--- config.mk ---
export PLATFORM = sky130hd
export DESIGN_NAME = irc_line_tokenizer
export DESIGN_NICKNAME = d
export VERILOG_FILES = /design/src/design/irc_ltk_pkg.sv /design/src/design/irc_ltk_front.sv /design/src/design/irc_ltk_fifo.sv /design/src/design/irc_ltk_back.sv /design/src/design/irc_line_tokenizer.sv
export SDC_FILE = /design/constraint.sdc
export NUM_CORES = 1
export LEC_CHECK = 0
export BUFFER_PORTS_ARGS = -buffer_cell sky130_fd_sc_hd__buf_2
export CORE_MARGIN = 2
export CORE_UTILIZATION = 55
export DETAILED_ROUTE_END_ITERATION = 7
export PLACE_DENSITY = 0.75
export SYNTH_ARGS = -nofsm -noshare
export SYNTH_HDL_FRONTEND = slang
export SYNTH_HIERARCHICAL = 1
export SYNTH_SLANG_ARGS = --single-unit
--- constraint.sdc ---
create_clock -name clk -period 3.99 [get_ports clk]
set_clock_uncertainty 0.2 [all_clocks]
set_input_delay 0 -clock clk [delete_from_list [all_inputs] [get_ports clk]]
set_output_delay 0 -clock clk [all_outputs]
set_load 0.1 [all_outputs]
--- src/design/irc_ltk_pkg.sv ---
// ----------------------------------------------------------------------------
// irc_ltk_pkg
// Shared constants and types for the IRC line tokenizer.
// ----------------------------------------------------------------------------
`timescale 1ns / 1ps
`default_nettype none

package irc_ltk_pkg;

	localparam int unsigned MAX_PARAMS_DEF = 15;
	localparam int unsigned FIFO_DEPTH     = 4;

	localparam logic [7:0] CH_LF    = 8'h0A;
	localparam logic [7:0] CH_CR    = 8'h0D;
	localparam logic [7:0] CH_SP    = 8'h20;
	localparam logic [7:0] CH_COLON = 8'h3A;

	typedef enum logic [1:0] {
		KIND_CMD   = 2'd0,
		KIND_MID   = 2'd1,
		KIND_TRAIL = 2'd2,
		KIND_EOL   = 2'd3
	} kind_t;

	// One queued action: an end of line, a held CR to replay, and/or a line byte.
	typedef struct packed {
		logic       lf;
		logic       cr_flush;
		logic       byte_en;
		logic [7:0] data;
	} entry_t;

endpackage

`default_nettype wire

--- src/design/irc_ltk_front.sv ---
// ----------------------------------------------------------------------------
// irc_ltk_front
// Accepts input bytes, resolves held-back CRs and queues line actions.
// ----------------------------------------------------------------------------
`timescale 1ns / 1ps
`default_nettype none

module irc_ltk_front (
	input  wire                  clk,
	input  wire                  arst_n,
	input  wire                  in_valid,
	output logic                 in_ready,
	input  wire  [7:0]           in_byte,
	input  wire                  q_full,
	output logic                 q_push,
	output irc_ltk_pkg::entry_t  q_entry
);

	logic cr_pending_q;
	logic is_lf;
	logic is_cr;
	logic accept;

	assign is_lf    = (in_byte == irc_ltk_pkg::CH_LF);
	assign is_cr    = (in_byte == irc_ltk_pkg::CH_CR);
	assign in_ready = !q_full;
	assign accept   = in_valid && in_ready;

	always_comb begin
		q_entry.lf       = is_lf;
		q_entry.cr_flush = cr_pending_q && !is_lf;
		q_entry.byte_en  = !is_lf && !is_cr;
		q_entry.data     = in_byte;
	end

	// A lone CR only arms the pending flag and queues nothing.
	assign q_push = accept && (q_entry.lf || q_entry.cr_flush || q_entry.byte_en);

	always_ff @(posedge clk or negedge arst_n) begin
		if (!arst_n) begin
			cr_pending_q <= 1'b0;
		end else if (accept) begin
			cr_pending_q <= is_cr;
		end
	end

endmodule

`default_nettype wire

--- src/design/irc_ltk_fifo.sv ---
// ----------------------------------------------------------------------------
// irc_ltk_fifo
// Short register queue between the front and back parts.
// ----------------------------------------------------------------------------
`timescale 1ns / 1ps
`default_nettype none

module irc_ltk_fifo (
	input  wire                       clk,
	input  wire                       arst_n,
	input  wire                       push,
	input  wire irc_ltk_pkg::entry_t  push_entry,
	output logic                      full,
	input  wire                       pop,
	output logic                      head_valid,
	output irc_ltk_pkg::entry_t       head_entry
);

	localparam int unsigned PtrW = $clog2(irc_ltk_pkg::FIFO_DEPTH);
	localparam int unsigned CntW = PtrW + 1;

	irc_ltk_pkg::entry_t mem_q [irc_ltk_pkg::FIFO_DEPTH];
	logic [PtrW-1:0] wr_ptr_q;
	logic [PtrW-1:0] rd_ptr_q;
	logic [CntW-1:0] count_q;
	logic            do_pop;

	assign full       = (count_q == CntW'(irc_ltk_pkg::FIFO_DEPTH));
	assign head_valid = (count_q != '0);
	assign head_entry = mem_q[rd_ptr_q];
	assign do_pop     = pop && head_valid;

	always_ff @(posedge clk) begin
		if (push) begin
			mem_q[wr_ptr_q] <= push_entry;
		end
	end

	always_ff @(posedge clk or negedge arst_n) begin
		if (!arst_n) begin
			wr_ptr_q <= '0;
			rd_ptr_q <= '0;
			count_q  <= '0;
		end else begin
			if (push) begin
				wr_ptr_q <= wr_ptr_q + PtrW'(1);
			end
			if (do_pop) begin
				rd_ptr_q <= rd_ptr_q + PtrW'(1);
			end
			if (push && !do_pop) begin
				count_q <= count_q + CntW'(1);
			end else if (do_pop && !push) begin
				count_q <= count_q - CntW'(1);
			end
		end
	end

endmodule

`default_nettype wire

--- src/design/irc_ltk_back.sv ---
// ----------------------------------------------------------------------------
// irc_ltk_back
// Token state machine and registered result stage.
// ----------------------------------------------------------------------------
`timescale 1ns / 1ps
`default_nettype none

module irc_ltk_back #(
	parameter int unsigned MAX_PARAMS = irc_ltk_pkg::MAX_PARAMS_DEF
) (
	input  wire                       clk,
	input  wire                       arst_n,
	input  wire                       head_valid,
	input  wire irc_ltk_pkg::entry_t  head_entry,
	output logic                      pop,
	output logic                      out_valid,
	input  wire                       out_ready,
	output logic [7:0]                out_byte,
	output logic [1:0]                out_kind,
	output logic                      out_start,
	output logic [3:0]                out_index,
	output logic                      out_cmd_seen,
	output logic [3:0]                out_total,
	output logic                      out_trail_seen,
	output logic                      out_last
);

	localparam int unsigned CntW = $clog2(MAX_PARAMS + 1);

	typedef enum logic [2:0] {
		POS_SKIP_CMD,
		POS_IN_CMD,
		POS_SKIP_PARAM,
		POS_IN_MIDDLE,
		POS_TRAIL_FIRST,
		POS_IN_TRAIL
	} pos_t;

	pos_t            pos_q;
	logic [CntW-1:0] cnt_q;
	logic [3:0]      idx_q;
	logic            trail_q;
	logic            cmd_q;
	logic            phase_q;

	logic            out_free;
	logic            step;
	logic            two_step;
	logic            cr_phase;
	logic [7:0]      ch;
	logic            ch_sp;
	logic            emit;
	irc_ltk_pkg::kind_t kind;
	logic            start;
	logic            open_p;
	logic            set_trail;
	logic            set_cmd;
	pos_t            npos;
	logic [CntW+3:0] cnt_ext;
	logic [3:0]      cnt_sat;
	logic [3:0]      idx_use;
	logic            step_last;

	assign out_free = !out_valid || out_ready;
	assign step     = head_valid && out_free;
	assign two_step = head_entry.cr_flush && head_entry.byte_en;
	assign cr_phase = head_entry.cr_flush && !phase_q;
	assign pop      = step && !(two_step && !phase_q);
	assign ch       = cr_phase ? irc_ltk_pkg::CH_CR : head_entry.data;
	assign ch_sp    = (ch == irc_ltk_pkg::CH_SP);

	assign cnt_ext  = {4'b0000, cnt_q};
	assign cnt_sat  = (cnt_ext > (CntW + 4)'(15)) ? 4'd15 : cnt_ext[3:0];
	assign idx_use  = open_p ? cnt_sat : idx_q;

	// Handling of one ordinary line byte in the current position.
	always_comb begin
		emit      = 1'b0;
		kind      = irc_ltk_pkg::KIND_CMD;
		start     = 1'b0;
		open_p    = 1'b0;
		set_trail = 1'b0;
		set_cmd   = 1'b0;
		npos      = pos_q;
		unique case (pos_q)
			POS_SKIP_CMD: begin
				if (!ch_sp) begin
					emit    = 1'b1;
					start   = 1'b1;
					set_cmd = 1'b1;
					npos    = POS_IN_CMD;
				end
			end
			POS_IN_CMD: begin
				if (ch_sp) begin
					npos = POS_SKIP_PARAM;
				end else begin
					emit = 1'b1;
				end
			end
			POS_SKIP_PARAM: begin
				if (!ch_sp) begin
					open_p = 1'b1;
					if (ch == irc_ltk_pkg::CH_COLON) begin
						set_trail = 1'b1;
						npos      = POS_TRAIL_FIRST;
					end else begin
						emit  = 1'b1;
						start = 1'b1;
						kind  = irc_ltk_pkg::KIND_MID;
						npos  = POS_IN_MIDDLE;
					end
				end
			end
			POS_IN_MIDDLE: begin
				kind = irc_ltk_pkg::KIND_MID;
				if (ch_sp) begin
					npos = POS_SKIP_PARAM;
				end else begin
					emit = 1'b1;
				end
			end
			POS_TRAIL_FIRST: begin
				emit  = 1'b1;
				start = 1'b1;
				kind  = irc_ltk_pkg::KIND_TRAIL;
				npos  = POS_IN_TRAIL;
			end
			default: begin
				emit = 1'b1;
				kind = irc_ltk_pkg::KIND_TRAIL;
				npos = POS_IN_TRAIL;
			end
		endcase
	end

	// A replayed CR always yields a result; it is the last one unless the
	// following byte yields one too, which only a space inside a command or
	// middle parameter does not.
	always_comb begin
		if (two_step && !phase_q) begin
			step_last = (head_entry.data == irc_ltk_pkg::CH_SP) && (npos != POS_IN_TRAIL);
		end else begin
			step_last = 1'b1;
		end
	end

	always_ff @(posedge clk or negedge arst_n) begin
		if (!arst_n) begin
			pos_q     <= POS_SKIP_CMD;
			cnt_q     <= '0;
			idx_q     <= '0;
			trail_q   <= 1'b0;
			cmd_q     <= 1'b0;
			phase_q   <= 1'b0;
			out_valid <= 1'b0;
		end else begin
			if (out_free) begin
				out_valid <= 1'b0;
			end
			if (step) begin
				phase_q <= two_step && !phase_q;
				if (head_entry.lf) begin
					out_valid <= 1'b1;
					pos_q     <= POS_SKIP_CMD;
					cnt_q     <= '0;
					idx_q     <= '0;
					trail_q   <= 1'b0;
					cmd_q     <= 1'b0;
				end else begin
					out_valid <= emit;
					pos_q     <= npos;
					idx_q     <= idx_use;
					if (open_p && (cnt_ext < (CntW + 4)'(MAX_PARAMS))) begin
						cnt_q <= cnt_q + CntW'(1);
					end
					if (set_trail) begin
						trail_q <= 1'b1;
					end
					if (set_cmd) begin
						cmd_q <= 1'b1;
					end
				end
			end
		end
	end

	// Result payload; no reset needed.
	always_ff @(posedge clk) begin
		if (step) begin
			if (head_entry.lf) begin
				out_byte       <= 8'h00;
				out_kind       <= irc_ltk_pkg::KIND_EOL;
				out_start      <= 1'b0;
				out_index      <= 4'd0;
				out_cmd_seen   <= cmd_q;
				out_total      <= cnt_sat;
				out_trail_seen <= trail_q;
				out_last       <= 1'b1;
			end else begin
				out_byte       <= ch;
				out_kind       <= kind;
				out_start      <= start;
				out_index      <= (kind == irc_ltk_pkg::KIND_CMD) ? 4'd0 : idx_use;
				out_cmd_seen   <= 1'b0;
				out_total      <= 4'd0;
				out_trail_seen <= 1'b0;
				out_last       <= step_last;
			end
		end
	end

endmodule

`default_nettype wire

--- src/design/irc_line_tokenizer.sv ---
// ----------------------------------------------------------------------------
// irc_line_tokenizer
// Streaming IRC line tokenizer: bytes in, tagged token bytes and line ends out.
// ----------------------------------------------------------------------------
// Usage:
// The slave channel takes one received byte per item in s_axis_tdata. The
// master channel gives one result per item: a token byte tagged with its kind
// (tuser), token start and parameter index, or an end-of-line summary with
// command, parameter count and trailing flags. m_axis_tlast marks the final
// result caused by one input byte.
// With an empty queue and a ready receiver a result passes through the queue
// and then the output register after its byte is accepted. Bytes are taken
// one per cycle while the queue is not full. A held CR that is followed by a
// byte other than CR or LF is replayed as a step of its own in the token state
// machine; the CR item itself queued nothing, so the four-entry queue between
// the byte classifier and the token state machine keeps the input at full rate.
// A CR is held until the next byte arrives; a CR-LF pair gives no CR result.
// Reset clears the held CR, the queue and the line state. When the receiver
// stalls, the output register holds its result and the queue fills; once it
// is full s_axis_tready drops until the receiver takes results again.
// ----------------------------------------------------------------------------
`timescale 1ns / 1ps
`default_nettype none

module irc_line_tokenizer #(
	parameter int unsigned MAX_PARAMS = irc_ltk_pkg::MAX_PARAMS_DEF
) (
	input  wire         clk,
	input  wire         arst_n,
	input  wire         s_axis_tvalid,
	output logic        s_axis_tready,
	input  wire  [7:0]  s_axis_tdata,   // [7:0] data_byte
	output logic        m_axis_tvalid,
	input  wire         m_axis_tready,
	// [7:0] out_byte, [8] token_start, [12:9] param_index, [13] command_seen,
	// [17:14] param_total, [18] trailing_seen, [23:19] zero
	output logic [23:0] m_axis_tdata,
	output logic [1:0]  m_axis_tuser,   // [1:0] kind
	output logic        m_axis_tlast
);

	irc_ltk_pkg::entry_t push_entry;
	irc_ltk_pkg::entry_t head_entry;
	logic q_full;
	logic q_push;
	logic q_pop;
	logic head_valid;

	logic [7:0] out_byte;
	logic       out_start;
	logic [3:0] out_index;
	logic       out_cmd_seen;
	logic [3:0] out_total;
	logic       out_trail_seen;

	irc_ltk_front u_front (
		.clk      (clk),
		.arst_n   (arst_n),
		.in_valid (s_axis_tvalid),
		.in_ready (s_axis_tready),
		.in_byte  (s_axis_tdata),
		.q_full   (q_full),
		.q_push   (q_push),
		.q_entry  (push_entry)
	);

	irc_ltk_fifo u_fifo (
		.clk        (clk),
		.arst_n     (arst_n),
		.push       (q_push),
		.push_entry (push_entry),
		.full       (q_full),
		.pop        (q_pop),
		.head_valid (head_valid),
		.head_entry (head_entry)
	);

	irc_ltk_back #(
		.MAX_PARAMS (MAX_PARAMS)
	) u_back (
		.clk            (clk),
		.arst_n         (arst_n),
		.head_valid     (head_valid),
		.head_entry     (head_entry),
		.pop            (q_pop),
		.out_valid      (m_axis_tvalid),
		.out_ready      (m_axis_tready),
		.out_byte       (out_byte),
		.out_kind       (m_axis_tuser),
		.out_start      (out_start),
		.out_index      (out_index),
		.out_cmd_seen   (out_cmd_seen),
		.out_total      (out_total),
		.out_trail_seen (out_trail_seen),
		.out_last       (m_axis_tlast)
	);

	assign m_axis_tdata = {5'b00000, out_trail_seen, out_total, out_cmd_seen,
		out_index, out_start, out_byte};

endmodule

`default_nettype wire
; ---- Word-level counts from Yosys, hierarchy flattened
; Memory sizes are Yosys's and may differ from the RTL's.
; Cells that the tools add are included.
[classes]
addsub = 5
n_lt_le_gt_ge = 2
eq_ne = 11
mux = 36
bitwise = 1
reduce_logical = 41
[ops]
columns = operator, n
row1 = "8-bit by 6-bit == test with 1-bit output, second input constant", 3
row2 = 3-bit two-way mux, 7
row3 = 4-bit two-way mux, 5
row4 = 1-bit two-way mux, 18
row5 = "8-bit by 4-bit == test with 1-bit output, second input constant", 2
row6 = 1-bit logical AND, 14
row7 = 2-bit nonzero test, 5
row8 = 3-bit one-hot mux with 3 select lines, 1
row9 = 1-bit logical NOT, 8
row10 = 8-bit two-way mux, 1
row11 = 2-bit OR reduction, 4
row12 = "3-bit by 2-bit == test with 1-bit output, second input constant", 2
row13 = "3-bit == test, second input constant", 2
row14 = 2-bit one-hot mux with 3 select lines, 1
row15 = 2-bit AND reduction, 3
row16 = "2-bit by 1-bit adder with 2-bit output, second input constant", 2
row17 = "4-bit by 1-bit adder with 4-bit output, second input constant", 1
row18 = "4-bit greater-than comparator, second input constant", 1
row19 = "4-bit < comparator, second input constant", 1
row20 = "3-bit by 1-bit adder with 3-bit output, second input constant", 1
row21 = "3-bit by 1-bit == test with 1-bit output, second input constant", 1
row22 = 3-bit logical NOT, 1
row23 = 1-bit logical OR, 3
row24 = "3-bit != test, second input constant", 1
row25 = other kinds (8), 8
[totals]
register_bits = 45
ramBits = 44
in_bits = 12
n_memories = 1
[memory_table]
columns = memory, depth, width, rd, rd_clocked_by_memory_dff, wr, line
row1 = u_fifo.mem_q, 4, 11, 1, 0, 1, irc_ltk_fifo.sv:22  ; irc_ltk_pkg::entry_t mem_q [irc_ltk_pkg::FIFO_DEPTH];

; ---- Longest topological paths before layout
; Gate-level depths: netlist (run 1).
[depth]
depth_word = 10
mapped_depth = 12
depth_no_buf = 10

; ---- Hierarchy
; Netlist (run 1), hierarchy kept.
[modules_own_cells]
columns = module, n_inst, cells_per_inst, area_per_inst_um2, seq_area_each_um2
row1 = irc_ltk_fifo, 1, 91, 1994.4, 1496.4
row2 = irc_ltk_back, 1, 155, 1803.0, 1036.0
row3 = irc_ltk_front, 1, 24, 182.7, 25.0
row4 = irc_line_tokenizer, 1, 9, 63.8, 0.0

; ---- Least setup slack after synthesis (run 1)
; No wires, ideal clock.
[synth_timing]
path_type = register -> register
from = register u_back.out_valid
to = register u_fifo.count_q[2]
setup_ps = 79
arrival_ps = 2851
t_required_ps = 3711
slack_ps = 860
path_stages_with_launch = 12
cell_sequence = dfrtp_1 > or2b_2 > nand2_1 > clkbuf_1 > a21oi_1 > nand2_1 > ha_1 > inv_1 > fa_1 > xor2_1 > nor2_1 > xor2_1
[synth_between]
elab_chain_cells = 8
word_cells_on_any_way = 10
[synth_lines]
columns = element, line
row1 = start: declaration, irc_ltk_back.sv:16  ; output logic out_valid,
row2 = start signal: assignment, irc_ltk_back.sv:171  ; out_valid <= emit;
row3 = 1-bit logical NOT (*), irc_ltk_back.sv:64  ; assign out_free = !out_valid || out_ready;
row4 = 1-bit logical OR (*), irc_ltk_back.sv:64
row5 = 1-bit logical AND (*), irc_ltk_back.sv:65  ; assign step = head_valid && out_free;
row6 = 1-bit logical AND (*), irc_ltk_back.sv:68  ; assign pop = step && !(two_step && !phase_q);
row7 = named net q_pop, irc_line_tokenizer.sv:46  ; logic q_pop;
row8 = 1-bit logical AND (*), irc_ltk_fifo.sv:31  ; assign do_pop = pop && head_valid;
row9 = 1-bit logical NOT, irc_ltk_fifo.sv:51  ; if (push && !do_pop) begin
row10 = 1-bit logical AND, irc_ltk_fifo.sv:51
row11 = 3-bit two-way mux / 2-bit nonzero test (equally long branches), --
row12 = end signal: assignment, irc_ltk_fifo.sv:52  ; count_q <= count_q + CntW'(1);
row13 = end signal: assignment, irc_ltk_fifo.sv:54  ; count_q <= count_q - CntW'(1);
row14 = end: declaration, irc_ltk_fifo.sv:25  ; logic [CntW-1:0] count_q;
; The timed path passes the listed nets; every way through them passes the cells marked *.
; A chain may end at the register's enable or synchronous reset.

==> results of run 1 <==
==> through the flow <==
stage / worst slack (ns) / area, µm² / instances / hold WS [ns] / util
after floorplan: 0.860 / 4060 / 283 / -0.496 / -
after global placement: 1.02 / 4160 / 391 / -0.182 / 0.580
after detailed placement: 0.965 / 4160 / 391 / -0.171 / 0.580
after CTS: 0.925 / 4500 / 420 / 0.196 / 0.627
after global routing: 0.605 / 4500 / 420 / 0.209 / 0.627
final: 0.932 / 4500 / 420 / 0.219 / 0.627
==> kinds of logic after synthesis <==
group                      synth area share
other                              0.000927
and+or+nand+nor                       0.137
AOI/OAI and AO/OA                    0.0668
DFF                                   0.632
xor gates and xnor gates             0.0130
adders and majority gates            0.0235
buffers and inverters                0.0597
muxes                                0.0668
==> registers in the layout, summed over array words and instances, names as in the netlist, 2 cells and up <==
register,cells
u_fifo/mem_q,44
u_back/out_byte,8
u_back/cnt_q,4
u_back/idx_q,4
u_back/out_index,4
u_back/out_total,4
u_back/pos_q,3
u_fifo/count_q,3
u_back/out_kind,2
u_fifo/rd_ptr_q,2
u_fifo/wr_ptr_q,2
==> area by class of cell <==
type	instances	area, µm²
tap	99	124
inverter	10	37.5
clock buffer	9	124
sequential	89	2560
multi-input combinational	157	1260
timing repair buffer	49	323
fill	547	2680
clock inverter	7	71.3
==> placed cells by master, fill, tap and decap left out, types with 8 or more instances in the layout <==
master | netlist | layout
mux4_2 | 8 | 8
and2_1 | 15 | 15
nor2_1 | 19 | 19
edfxtp_1 | 66 | 66
nand2_1 | 16 | 16
dlygate4sd3_1 | 0 | 12
buf_2 | 1 | 35
clkbuf_8 | 0 | 9
inv_1 | 10 | 10
dfrtp_1 | 23 | 23
==> worst reg2reg max path, cell delays in order (launching register included) <==
cell and delay (ns):
dfrtp_1 0.57, buf_4 0.26, mux4_1 0.62, nor3b_2 0.32, and4_1 0.56, a22oi_1 0.17
o31ai_1 0.26
==> metal layers <==
layer | global-route usage | vias to the layer above
li1 | - | 1101
met1 | 0.231 | 1104
met2 | 0.282 | 62
met3 | 0.0520 | 7
met4 | 0.0462 | 0
met5 | 0 | -
==> how the worst max path moves through the flow <==
stage,cells after the start,end
2_1_floorplan,11,u_fifo/count_q[2]$_DFFE_PN0P_
3_3_place_gp,10,u_fifo/count_q[2]$_DFFE_PN0P_
3_5_place_dp,6,u_back/pos_q[1]$_DFFE_PN0P_
4_1_cts,6,u_back/pos_q[1]$_DFFE_PN0P_
5_1_grt,10,u_fifo/count_q[2]$_DFFE_PN0P_
6_report,6,u_back/pos_q[1]$_DFFE_PN0P_
==> metrics, run 1 <==
initial antenna violation count 0; grt total ovfl 0; Core Rows 31; Bufs on Longest Clock Path 2; first-pass GRT wire length between 10 and 15 mm; gpl congestion roughly 0.76; WS Path Type flop to flop; Nets 335; ys flop type edfxtp_1; flops & latches, synth between 80 and 90; FF-to-FF path depth 6; Crit path max-delay family simple AND/OR/NAND/NOR gates; syn avg cell area roughly 14 µm²; die area 8050 µm²; Root Buffer clkbuf_8; top post-synthesis cells by area edfxtp_1 49%, dfrtp_1 14%, mux4_2 4.5%; number of max-slew violations in the final report 0; Tot GR Track Use 0.173; Yosys top cell area share 0.490; Reg2Reg Launch Point u_fifo/rd_ptr_q[0]$_DFFE_PN0P_; remaining antenna violation count 0; R2R setup slack about 0.93 ns; clk sinks 89; Netlist cell types 61; WL met2 3.26 mm; total of max-cap violations 0; count leader, synth edfxtp_1; Worst Hold End u_fifo/mem_q[0][1]$_DFFE_PP_; fmax 0.327 GHz; cells after synthesis between 200 and 300; # hold bufs at CTS 13; Synth Cell Area 4040 µm²; RSZ-0062 raised after global routing false; Buf/Inv on CP 1; slew margin rel. 0.384; max incr delay on CP between 0.6 and 0.7 ns; Vias approximately 2,300; status complete, no violations; CTS resizes 0; WL/cell 16.0 µm; final hold violations 0; worst-margin pin slew between 0.9 and 1 ns; Yosys warning count 6; clock latency at the later pin of the worst-skew pair 0.36 ns; Max Used Layer met4; Via density between 5 and 6; setup TNS 0 ns; floorplan die width 89.7 µm; CORE AREA around 7200 µm²; WL met3 about 330 µm; Tmin final 3.06 ns; Num CTS Buffers 9; Startpoint Class flop; Top Ports approximately 40; ant diodes 0; reg2reg end u_back/pos_q[1]$_DFFE_PN0P_; number of global-route vias before repair around 2,200; final period utilization 0.766; Critical Path Start u_fifo/rd_ptr_q[0]$_DFFE_PN0P_; HP Class primary input to flop; share of cells above drive strength 1 0.234; DRT Pass-1 Iters 4; CP Capture Type flop; met1 WL roughly 3.1 mm; initial drt markers 91; Post-CTS Setup Bufs 0; CP Max Fanout 15; H-tree depth 3; Async SR Flop Fraction 0.258; Critical Path AT 3.11 ns; HPWL after DPL between 4 and 5 mm; IO Port Bufs 35; Seq/Total Area, Yosys 0.632; Die Ht between 80 and 90 µm; worst-path cell with the longest stage delay mux4_1; worst hold start s_axis_tdata[1]; crit-path cells buf_4, mux4_1, nor3b_2, and4_1, a22oi_1, o31ai_1; worst endpoint required time between 4 and 5 ns; Reg clk slew, reported paths roughly 0.1 ns; starting density of the core 0.564; drt total wl 6.72 mm; most common library cells after synthesis 66 x edfxtp_1, 23 x dfrtp_1, 19 x nor2_1; largest net degree at the start of global routing 31; Yosys top cell by area edfxtp_1; Hold Path Stages 2; Area growth syn-to-layout 11.2%; Setup-failing EPs final 0; EDFF count, synth 66; drt drc 0; CTS tree done
Power of run 1 is not shown: default switching activity piles up to over one toggle a cycle in this logic, so the estimate is an artifact.
==> run 2, diff against run 1 <==
clock period = 3.2 ns   (was 3.99 ns; I/O delays follow)
==> run 2 against run 1 <==
Sequential share of layout area decreased by 0.17 points. Non-clock buffer count increased by 5. Fmax increased by 11%. Hold slack improved by 0.0047 ns. Via count increased by 2.4%. Flip-flop and latch count unchanged. Routed wire length increased by 2.4%. Critical endpoint is now u_back/cnt_q[2]$_DFFE_PN0P_. Highest routed layer unchanged.
==> metrics, run 2 (synthesized netlist as in run 1, its figures left out) <==
Reg2Reg Launch Point u_fifo/rd_ptr_q[0]$_DFFE_PN0P_; Hold Path Stages 2; H-tree depth 3; Die Ht between 80 and 90 µm; worst hold start s_axis_tdata[3]; commonest non-fill, non-tap cell in the layout edfxtp_1; Root Buffer clkbuf_8; grt total ovfl 0; final hold violations 0; DRT Pass-1 Iters 4; Nets 340; Setup WS pre-CTS roughly 0.43 ns; first-pass GRT wire length about 11 mm; drt drc 0; IO Port Bufs 35; clk sinks 89; number of max-slew violations in the final report 0; most frequent cells in the layout 66 x edfxtp_1, 35 x buf_2, 23 x dfrtp_1, 19 x nor2_1, 16 x nand2_1; crit-path cells buf_4, mux4_1, nor3b_2, and4_1, nor2_1, a41o_1; share of cells above drive strength 1 0.242; setup TNS 0 ns; initial antenna violation count 0; CTS tree done; RSZ-0062 raised after global routing false; initial drt markers just over 100; ant diodes 0; largest net degree at the start of global routing 25; starting density of the core 0.564; total of max-cap violations 0; remaining antenna violation count 0; reg2reg end u_back/cnt_q[2]$_DFFE_PN0P_; utilization after layout 0.629; HP Class primary input to flop; clock latency at the later pin of the worst-skew pair roughly 0.35 ns; Setup WS post-layout roughly 0.44 ns; worst-margin pin slew 1.08 ns; CTS resizes 0; max incr delay on CP around 0.60 ns; Area growth syn-to-layout 11.5%; biggest regs u_fifo/mem_q (44), u_back/out_byte (8); Top reg by flops u_fifo/mem_q; Tmin final ~2.8 ns; number of global-route vias before repair ~2,300; Reg clk slew, reported paths 0.09 ns; worst endpoint required time ~3.2 ns; Num CTS Buffers 9; FF-to-FF path depth 6; Startpoint Class flop; HPWL after DPL around 4.7 mm; Vias ~2,300; post-place instance area between 4000 and 5000 µm²; WL/cell 16.2 µm; Setup-failing EPs final 0; Worst Hold End u_fifo/mem_q[3][3]$_DFFE_PP_; slew margin rel. 0.279; worst-path cell with the longest stage delay mux4_1; CP Capture Type flop; Top Ports a little over 40; max reg flops between 40 and 50; gpl congestion 0.795; Via density 5.48; CP Max Fanout 15; Critical Path AT ~2.8 ns; Core Rows 31; R2R setup slack approximately 0.44 ns; Tot GR Track Use 0.184; WS Path Type flop to flop; drt total wl just under 7 mm; final period utilization 0.864; CORE AREA 7180 µm²; die area between 8000 and 9000 µm²; floorplan die width 89.7 µm; # fillers 523; fmax 0.362 GHz; status complete, no violations; Bufs on Longest Clock Path 2; fin area approximately 4500 µm²
==> run 2: cell types whose count changed in the layout (fill, tap and decap cells not counted) <==
cell and change:
buf_4 +6, clkinvlp_4 +1, clkbuf_1 +1, inv_6 -2, clkinv_4 +2, buf_12 -1, inv_8 -2
==> run 2: what timing repair did <==
item / in CTS / in global routing
hold buffers: 12 / 0
endpoints found under the hold margin: 66 / 0
buffers inserted: 0 / 0
endpoints found under the setup margin: 0 / 0
==> run 2: routing by layer <==
metal | global-route usage | up-vias | wire length [µm]
li1 | - | 1108 | -
met1 | 0.250 | 1148 | 3150
met2 | 0.294 | 63 | 3360
met3 | 0.0427 | 9 | 264
met4 | 0.0692 | 0 | 110
met5 | 0 | - | 0
==> run 2: worst max-delay path: cells and delay by family (launching register included) <==
kind,cells,cell delay [ns]
AND/OR/NAND/NOR,3,0.99
multiplexers,1,0.60
flip-flops,1,0.40
AO/OA/AOI/OAI,1,0.26
buffers and inverters,1,0.20
==> run 2: cell type report <==
class                   count  area [µm²]  share of cell area
clock buffers              10         128              0.0283
clock inverters             6        56.3              0.0125
inverters                  10        37.5             0.00832
multi-input cells         157        1260               0.279
flip-flops and latches     89        2560               0.567
well taps                  99         124              0.0275
repair buffers             54         348              0.0771
==> run 2: how the worst max path moves through the flow <==
stage                                              start                             to  slack (ns)  cells past startpoint
final                     u_fifo/rd_ptr_q[0]$_DFFE_PN0P_    u_back/cnt_q[2]$_DFFE_PN0P_        0.44                      6
after global routing      u_fifo/rd_ptr_q[0]$_DFFE_PN0P_    u_back/idx_q[2]$_DFFE_PN0P_        0.24                      6
after CTS                 u_fifo/rd_ptr_q[0]$_DFFE_PN0P_    u_back/cnt_q[2]$_DFFE_PN0P_        0.44                      6
after detailed placement  u_fifo/rd_ptr_q[0]$_DFFE_PN0P_    u_back/cnt_q[2]$_DFFE_PN0P_        0.43                      6
after global placement    u_fifo/rd_ptr_q[0]$_DFFE_PN0P_    u_back/cnt_q[2]$_DFFE_PN0P_        0.55                      6
after floorplan             u_back/out_valid$_DFFE_PN0P_  u_fifo/count_q[2]$_DFFE_PN0P_        0.07                     11
==> run 2: through the flow <==
stage	std cells	hold slack (ns)
floorplan	283	-0.496
global placement	397	-0.180
detailed placement	397	-0.181
CTS	425	0.197
global route	425	0.218
finish	425	0.223
Power of run 2 is left out for the same reason.
==> run 3, diff against run 2 <==
CORE_UTILIZATION = 40   (was 55)
PLACE_DENSITY = not set   (was 0.75)
==> run 3 against run 2 <==
Flip-flop and latch count stayed put. First-iteration DRC count grew 16%. Utilization shrank 16 points. Final cell count grew 8.2%. Critical endpoint is now u_back/pos_q[1]$_DFFE_PN0P_.
==> metrics, run 3 (synthesized netlist as in run 1, its figures left out) <==
CTS resizes 0; drt total wl roughly 7 mm; initial drt markers ~120; final period utilization 0.863; RSZ-0062 raised after global routing false; slew margin rel. 0.437; DRT Pass-1 Iters 4; IO Port Bufs 35; CORE AREA 9770 µm²; total of max-cap violations 0; gpl congestion ~0.74; most frequent cells in the layout 66 x edfxtp_1, 35 x buf_2, 23 x dfrtp_1, 19 x nor2_1, 16 x nand2_1; CP Max Fanout 15; remaining antenna violation count 0; first-pass GRT wire length 11.8 mm; HPWL after DPL 4.75 mm; Placed Cells about 430; Critical Path Start u_fifo/rd_ptr_q[0]$_DFFE_PN0P_; Top Ports around 40; WL met2 about 3.2 mm; Crit path max-delay family simple AND/OR/NAND/NOR gates; status complete, no violations; Tmin final approximately 2.8 ns; Startpoint Class flop; Reg clk slew, reported paths 0.10 ns; worst hold start s_axis_tdata[2]; Setup-failing EPs final 0; Die Ht 105 µm; number of max-slew violations in the final report 0; fmax around 0.36 GHz; HP Class primary input to flop; Bufs on Longest Clock Path 2; biggest regs u_fifo/mem_q (44), u_back/out_byte (8); commonest non-fill, non-tap cell in the layout edfxtp_1; largest net degree at the start of global routing 25; Buf/Inv on CP 1; CP Capture Type flop; Nets about 340; Via density between 4 and 5; worst-margin pin slew approximately 0.84 ns; H-tree depth 3; met1 WL around 3.3 mm; WS Path Type flop to flop; final hold violations 0; grt total ovfl 0; setup TNS 0 ns; worst endpoint required time between 3 and 4 ns; ant diodes 0; drt drc 0; Non-Filler Instances 460; share of cells above drive strength 1 0.248; Core Rows 36; Tot GR Track Use 0.138; starting density of the core 0.414; clock latency at the later pin of the worst-skew pair approximately 0.36 ns; worst-path cell with the longest stage delay mux4_1; initial antenna violation count 0; Max Used Layer met4; Critical Path AT about 2.8 ns; max incr delay on CP 0.60 ns; max reg flops 44; WL/cell roughly 15 µm; Vias 2,295; Area growth syn-to-layout 13.3%; crit-path cells buf_4, mux4_1, nor3b_2, and4_1, a22oi_1, o31ai_1; Root Buffer clkbuf_8; clk sinks 89; Top reg by flops u_fifo/mem_q; CTS tree done; number of global-route vias before repair between 2,000 and 2,500; floorplan die width 105 µm; Reg2Reg Launch Point u_fifo/rd_ptr_q[0]$_DFFE_PN0P_; Num CTS Buffers 9; die area 10,900 µm²; WL met3 around 280 µm
## run 3: per-layer routing
layer | vias to the layer above | GRT usage
met5 | - | 0
met4 | 0 | 0.0319
met3 | 2 | 0.0418
met2 | 59 | 0.211
met1 | 1119 | 0.196
li1 | 1115 | -
## run 3: repair_timing
action,CTS,global route
hold buffers,13,0
hold endpoints to repair,67,0
setup buffers,0,0
## run 3: cell type report
class                           instances  area, µm²
Fill cell                             857       5190
Sequential cell                        89       2560
Multi-Input combinational cell        157       1260
Timing Repair Buffer                   55        368
Tap cell                              133        166
Clock buffer                            9        124
Clock inverter                          7       67.6
Inverter                               10       37.5
## run 3: final timing paths
path | end | slack (ns) | cells after the start
hold / removal | u_fifo/mem_q[3][2]$_DFFE_PP_ | 0.22 | 2
hold reg to reg | u_fifo/count_q[2]$_DFFE_PN0P_ | 0.29 | 1
setup / recovery | u_back/pos_q[1]$_DFFE_PN0P_ | 0.44 | 6
max in group asynchronous | u_back/trail_q$_DFFE_PN0P_ | 2.17 | 4
min in group asynchronous | u_front/cr_pending_q$_DFFE_PN0P_ | 0.47 | 4
setup reg to reg | u_back/pos_q[1]$_DFFE_PN0P_ | 0.44 | 6
## run 3: stage by stage
stage,instance area (µm²),util,hold WS (ns),setup slack (ns)
finish,4580,0.469,0.217,0.439
global route,4580,0.469,0.205,0.243
CTS,4580,0.469,0.203,0.406
detailed placement,4250,0.435,-0.161,0.433
global placement,4250,0.435,-0.164,0.533
floorplan,4060,-,-0.496,0.0696
Power of run 3 is left out for the same reason.
